===== config.mk =====
export PLATFORM = sky130hd
export DESIGN_NAME = actr_keymem
export DESIGN_NICKNAME = d
export VERILOG_FILES = /design/src/hdl/actr_pkg.sv /design/src/hdl/actr_keymem.sv
export SDC_FILE = /design/constraint.sdc
export NUM_CORES = 1
export LEC_CHECK = 0
export BUFFER_PORTS_ARGS = -buffer_cell sky130_fd_sc_hd__buf_4
export CORE_UTILIZATION = 40
export DETAILED_ROUTE_END_ITERATION = 10
export PLACE_DENSITY = 0.65
export SYNTH_ARGS = -nofsm -noshare
export SYNTH_HDL_FRONTEND = slang
export SYNTH_SLANG_ARGS = --single-unit

===== constraint.sdc =====
create_clock -name clk -period 13.6 [get_ports clk]
set_input_delay 2.72 -clock clk [delete_from_list [all_inputs] [get_ports clk]]
set_output_delay 2.72 -clock clk [all_outputs]
set_load 0.005 [all_outputs]

===== src/hdl/actr_pkg.sv =====
package actr_pkg;

  localparam int KeyW       = 128;
  localparam int HalfW      = 64;
  localparam int NumRounds  = 10;
  localparam int NumRk      = NumRounds + 1;
  localparam int RkAw       = 4;
  localparam int CfgAw      = 2;
  localparam int CountW     = 11;
  localparam int VbW        = 5;
  localparam int MaxBlocksDefault = 64;

  localparam logic [CfgAw-1:0] REG_KEY_LOW  = 2'd0;
  localparam logic [CfgAw-1:0] REG_KEY_HIGH = 2'd1;
  localparam logic [CfgAw-1:0] REG_NONCE    = 2'd2;
  localparam logic [CfgAw-1:0] REG_INIT_CTR = 2'd3;

  localparam logic ACT_GENERATE  = 1'b0;
  localparam logic ACT_RESET_CTR = 1'b1;

  typedef struct packed {
    logic          action;
    logic [CountW-1:0] byte_count;
  } req_t;

  typedef struct packed {
    logic [HalfW-1:0] block_low;
    logic [HalfW-1:0] block_high;
    logic [VbW-1:0]   valid_bytes;
    logic             last;
  } rsp_t;

  function automatic logic [7:0] sbox(input logic [7:0] a);
    logic [7:0] t [256];
    t = '{
      8'h63,8'h7c,8'h77,8'h7b,8'hf2,8'h6b,8'h6f,8'hc5,8'h30,8'h01,8'h67,8'h2b,8'hfe,8'hd7,8'hab,8'h76,
      8'hca,8'h82,8'hc9,8'h7d,8'hfa,8'h59,8'h47,8'hf0,8'had,8'hd4,8'ha2,8'haf,8'h9c,8'ha4,8'h72,8'hc0,
      8'hb7,8'hfd,8'h93,8'h26,8'h36,8'h3f,8'hf7,8'hcc,8'h34,8'ha5,8'he5,8'hf1,8'h71,8'hd8,8'h31,8'h15,
      8'h04,8'hc7,8'h23,8'hc3,8'h18,8'h96,8'h05,8'h9a,8'h07,8'h12,8'h80,8'he2,8'heb,8'h27,8'hb2,8'h75,
      8'h09,8'h83,8'h2c,8'h1a,8'h1b,8'h6e,8'h5a,8'ha0,8'h52,8'h3b,8'hd6,8'hb3,8'h29,8'he3,8'h2f,8'h84,
      8'h53,8'hd1,8'h00,8'hed,8'h20,8'hfc,8'hb1,8'h5b,8'h6a,8'hcb,8'hbe,8'h39,8'h4a,8'h4c,8'h58,8'hcf,
      8'hd0,8'hef,8'haa,8'hfb,8'h43,8'h4d,8'h33,8'h85,8'h45,8'hf9,8'h02,8'h7f,8'h50,8'h3c,8'h9f,8'ha8,
      8'h51,8'ha3,8'h40,8'h8f,8'h92,8'h9d,8'h38,8'hf5,8'hbc,8'hb6,8'hda,8'h21,8'h10,8'hff,8'hf3,8'hd2,
      8'hcd,8'h0c,8'h13,8'hec,8'h5f,8'h97,8'h44,8'h17,8'hc4,8'ha7,8'h7e,8'h3d,8'h64,8'h5d,8'h19,8'h73,
      8'h60,8'h81,8'h4f,8'hdc,8'h22,8'h2a,8'h90,8'h88,8'h46,8'hee,8'hb8,8'h14,8'hde,8'h5e,8'h0b,8'hdb,
      8'he0,8'h32,8'h3a,8'h0a,8'h49,8'h06,8'h24,8'h5c,8'hc2,8'hd3,8'hac,8'h62,8'h91,8'h95,8'he4,8'h79,
      8'he7,8'hc8,8'h37,8'h6d,8'h8d,8'hd5,8'h4e,8'ha9,8'h6c,8'h56,8'hf4,8'hea,8'h65,8'h7a,8'hae,8'h08,
      8'hba,8'h78,8'h25,8'h2e,8'h1c,8'ha6,8'hb4,8'hc6,8'he8,8'hdd,8'h74,8'h1f,8'h4b,8'hbd,8'h8b,8'h8a,
      8'h70,8'h3e,8'hb5,8'h66,8'h48,8'h03,8'hf6,8'h0e,8'h61,8'h35,8'h57,8'hb9,8'h86,8'hc1,8'h1d,8'h9e,
      8'he1,8'hf8,8'h98,8'h11,8'h69,8'hd9,8'h8e,8'h94,8'h9b,8'h1e,8'h87,8'he9,8'hce,8'h55,8'h28,8'hdf,
      8'h8c,8'ha1,8'h89,8'h0d,8'hbf,8'he6,8'h42,8'h68,8'h41,8'h99,8'h2d,8'h0f,8'hb0,8'h54,8'hbb,8'h16};
    return t[a];
  endfunction

  function automatic logic [7:0] rcon(input logic [RkAw-1:0] r);
    logic [7:0] res;
    case (r)
      4'd1:    res = 8'h01;
      4'd2:    res = 8'h02;
      4'd3:    res = 8'h04;
      4'd4:    res = 8'h08;
      4'd5:    res = 8'h10;
      4'd6:    res = 8'h20;
      4'd7:    res = 8'h40;
      4'd8:    res = 8'h80;
      4'd9:    res = 8'h1b;
      4'd10:   res = 8'h36;
      default: res = 8'h00;
    endcase
    return res;
  endfunction

  function automatic logic [7:0] xtime(input logic [7:0] a);
    return {a[6:0], 1'b0} ^ (a[7] ? 8'h1b : 8'h00);
  endfunction

  // Byte i of the AES state sits at bits [8*i+7:8*i].
  function automatic logic [KeyW-1:0] next_round_key(input logic [KeyW-1:0] p,
                                                     input logic [RkAw-1:0] r);
    logic [KeyW-1:0] k;
    logic [31:0] t;
    t = {sbox(p[103:96]), sbox(p[127:120]), sbox(p[119:112]),
         sbox(p[111:104]) ^ rcon(r)};
    k[31:0]   = p[31:0] ^ t;
    k[63:32]  = p[63:32] ^ k[31:0];
    k[95:64]  = p[95:64] ^ k[63:32];
    k[127:96] = p[127:96] ^ k[95:64];
    return k;
  endfunction

  function automatic logic [KeyW-1:0] aes_round(input logic [KeyW-1:0] s,
                                                input logic final_round);
    logic [KeyW-1:0] t;
    logic [KeyW-1:0] o;
    logic [7:0] a0, a1, a2, a3, al;
    for (int c = 0; c < 4; c++) begin
      for (int i = 0; i < 4; i++) begin
        t[8*(i+4*c) +: 8] = sbox(s[8*(i + 4*((c+i) & 3)) +: 8]);
      end
    end
    for (int c = 0; c < 4; c++) begin
      a0 = t[8*(4*c) +: 8];
      a1 = t[8*(4*c+1) +: 8];
      a2 = t[8*(4*c+2) +: 8];
      a3 = t[8*(4*c+3) +: 8];
      al = a0 ^ a1 ^ a2 ^ a3;
      o[8*(4*c) +: 8]   = a0 ^ al ^ xtime(a0 ^ a1);
      o[8*(4*c+1) +: 8] = a1 ^ al ^ xtime(a1 ^ a2);
      o[8*(4*c+2) +: 8] = a2 ^ al ^ xtime(a2 ^ a3);
      o[8*(4*c+3) +: 8] = a3 ^ al ^ xtime(a3 ^ a0);
    end
    return final_round ? t : o;
  endfunction

endpackage


===== src/hdl/actr_keymem.sv =====
module actr_keymem (
  input  logic                     clk,
  input  logic                     we,
  input  logic [actr_pkg::RkAw-1:0] waddr,
  input  logic [actr_pkg::KeyW-1:0] wdata,
  input  logic [actr_pkg::RkAw-1:0] raddr,
  output logic [actr_pkg::KeyW-1:0] rdata
);
  import actr_pkg::*;

  logic [KeyW-1:0] mem [NumRk];

  always_ff @(posedge clk) begin
    if (we) begin
      mem[waddr] <= wdata;
    end
    rdata <= mem[raddr];
  end
endmodule


==> summary.md <==
| Metric | Value |
|---|---|
| Crit. Startpoint | `raddr[0]` |
| Yosys Warn Count | `0` |
| Period utilization | `40.21%` |
| Type of the tightest min-delay check | `flip-flop to flip-flop` |
| Remaining DRCs | `0` |
| Max Slew Vio Count | `0` |
| Worst path max stage delay | `0.96 ns` |
| Grt total ovfl | `0` |
| Outcome | `complete, no violations` |
| Final Hold Vio Count | `0` |
| FF-to-FF path depth | `3` |
| Largest net degree at the start of global routing | `153` |
| Fmax | `182.8 MHz` |
| First-pass GRT wire length | `192500 um` |
| Distinct cells, synth | `20` |
| Register area share after synthesis | `78.04%` |
| Final setup fails | `0` |
| Skew final | `0.03931 ns` |
| Placed Area | `0.06141 mm2` |
| Row Count | `138` |
| Routed len/inst | `24.73 um` |
| Buf/Inv on CP | `3` |
| GRT Total Usage | `17.95%` |
| Number of buffers added on ports | `265` |
| RSZ-0062 raised after global routing | `no` |
| Crit Path Class | `primary input to flip-flop` |
| Core area | `0.1421 mm2` |
| Post-Route WL | `132000 um` |
| Top delay family on crit path | `buffers and inverters` |
| Initial antenna violation count | `15` |
| Die W | `381.0 um` |
| Synth area leaders | `edfxtp_1 74%, mux2_2 7.5%, dfxtp_1 4.5%` |
| R2r setup slk | `12.37 ns` |
| CP required | `14.23 ns` |
| Synth Cell Area | `0.05746 mm2` |
| Vias in the first global route | `28884` |
| Actual slew at the worst max-slew pin | `1.113 ns` |
| Via density | `5.380` |
| Hold_buf cts | `0` |
| Post-Synthesis Net Count | `3159` |
| Fin area | `0.06675 mm2` |
| Layout Nets | `3448` |
| Initial Utilization | `40.44%` |
| Worst-path clk slew | `0.06 ns` |
| CTS buffer count | `158` |
| Crit. End Element | `flip-flop` |
| Crit-path slowest cell | `buf_4` |
| Max_cap viols | `0` |
| #FFs+latches synth | `1536` |
| H-tree depth | `4` |
| PwrDens | `152.9 mW/mm2` |
| GPL Wtd Cong | `0.7075` |
| VDD IR max | `113.6 uV` |
| Final Util | `46.97%` |
| Leading cell type in the layout, fill and taps excluded | `edfxtp_1` |
| Final min period | `5.469 ns` |
| Most frequent cells in the layout | `1408 x edfxtp_1, 384 x mux2_2, 303 x buf_4, 256 x mux2i_1, 158 x clkbuf_16` |
| Clock latency on the worst-skew pair | `0.79 ns` |
| Top-area cell type share of the netlist area | `73.58%` |
| Final TNS setup | `0 ns` |
| Root buffer cell | `clkbuf_16` |
| End of the critical path | `rdata[55]$_DFF_P_` |
| CP max FO | `134` |
| Maximum root-to-sink buffer count | `3` |
| Post-CTS setup buffers | `0` |
| Critical path, cell by cell | `buf_8 > buf_12 > buf_4 > mux2_2 > o22ai_1 > o31ai_1` |
| Resize count post-CTS | `0` |
| Chip height | `381.0 um` |
| Clk sinks | `1536` |
| Share of cells above drive strength 1 | `27.46%` |
| Final Hold Slack | `0.5421 ns` |
| Reg-to-reg endpoint | `rdata[5]$_DFF_P_` |
| Die ar. | `0.1452 mm2` |
| Via Count | `28722` |
| Antenna-violating nets left | `0` |
| Reg-to-reg startpoint | `mem[2][5]$_DFFE_PP_` |
| Layout area overhead | `16.17%` |
| Post-Syn Area per Cell | `19.02 um2` |
| Leak | `22.36 nW` |
| Setup crit start kind | `primary input` |
| Levels on crit path | `6` |
| I/O pins | `266` |
| CTS tree | `built` |
| Cells after Synth | `3021` |
| Area leader, netlist | `edfxtp_1` |
| Hpwl dp | `64450 um` |
| Iter 0 DRT Violations | `2342` |
| Max transition margin | `25.83%` |
| Arrival @ worst endpoint | `6.10 ns` |
| DR pass1 iterations | `7` |
-- synthesized netlist by cell type --
library cell / count
a22o_1: 128
buf_2: 28
nor2b_1: 1
nor2_1: 9
o211ai_1: 128
edfxtp_1: 1408
or3b_2: 1
mux2_2: 384
mux2i_1: 256
clkbuf_1: 93
buf_4: 42
dfxtp_1: 128
nand3b_1: 2
nand2_1: 2
o22ai_1: 128
nor3_1: 3
buf_1: 8
nand2b_1: 131
o31ai_1: 128
buf_6: 13
-- power by group --
part,internal (W),total [W],switching (W)
Sequential,0.00528,0.00533,0.0000477
Clock,0.00253,0.00436,0.00183
Combinational,0.000218,0.000515,0.000297
Total,0.00802,0.0102,0.00218
-- worst min path at each step --
stage                                startpoint           endpoint  slack (ns)  depth (start not counted)
final                     mem[10][80]$_DFFE_PP_  rdata[80]$_DFF_P_        0.54                          3
after global routing      mem[10][80]$_DFFE_PP_  rdata[80]$_DFF_P_        0.60                          3
after CTS                 mem[10][80]$_DFFE_PP_  rdata[80]$_DFF_P_        0.54                          3
after global placement    mem[10][73]$_DFFE_PP_  rdata[73]$_DFF_P_        0.55                          3
after floorplan            mem[10][0]$_DFFE_PP_   rdata[0]$_DFF_P_        0.54                          3
after detailed placement  mem[10][92]$_DFFE_PP_  rdata[92]$_DFF_P_        0.56                          3
-- through the flow --
stage | power, W | setup slack [ns] | cells
after floorplan | 0.005697 | 0.9524 | 3021
after global placement | 0.005940 | 7.417 | 5040
after detailed placement | 0.005949 | 7.396 | 5040
after CTS | 0.01030 | 8.236 | 5335
after global routing | 0.01053 | 8.055 | 5337
final | 0.01020 | 8.131 | 5339
-- metal layers --
| metal | vias to the layer above | GRT usage, % | part of all wire [%] |
|---|---|---|---|
| met1 | 14974 | 25.82 | 46 |
| met5 | - | 0 | 0.12 |
| met3 | 165 | 4.112 | 6.1 |
| met2 | 769 | 27.66 | 46 |
| li1 | 12790 | - | - |
| met4 | 24 | 4.090 | 1.5 |
-- sequential cells by signal, indices dropped and copies added, names as in the netlist --
| name | flops |
|---|---|
| rdata | 128 |
| mem | 1408 |
-- cell families (layout without fill, tap and decap cells) --
kind of cell	after synthesis	count (layout)	synth area share [%]
AOI/OAI and AO/OA	512	512	6.689
and+or+nand+nor	149	149	1.577
buffers and inverters	184	608	1.707
DFF	1536	1536	78.04
other	0	4	0
muxes	640	640	11.99
-- worst reg2reg max path, cell delays in order (launching register included) --
cell	delay (ns)
edfxtp_1	0.32
mux2i_1	0.06
a22o_1	0.26
o31ai_1	0.41
-- final cells by class --
cell class | count | area, um2
Antenna cell | 4 | 10.01
Timing Repair Buffer | 313 | 2460
Sequential cell | 1536 | 44840
Clock buffer | 216 | 4312
Tap cell | 1890 | 2365
Fill cell | 11899 | 75350
Clock inverter | 79 | 1022
Multi-Input combinational cell | 1301 | 11740
No activity file was read; power rests on OpenSTA's default activity.
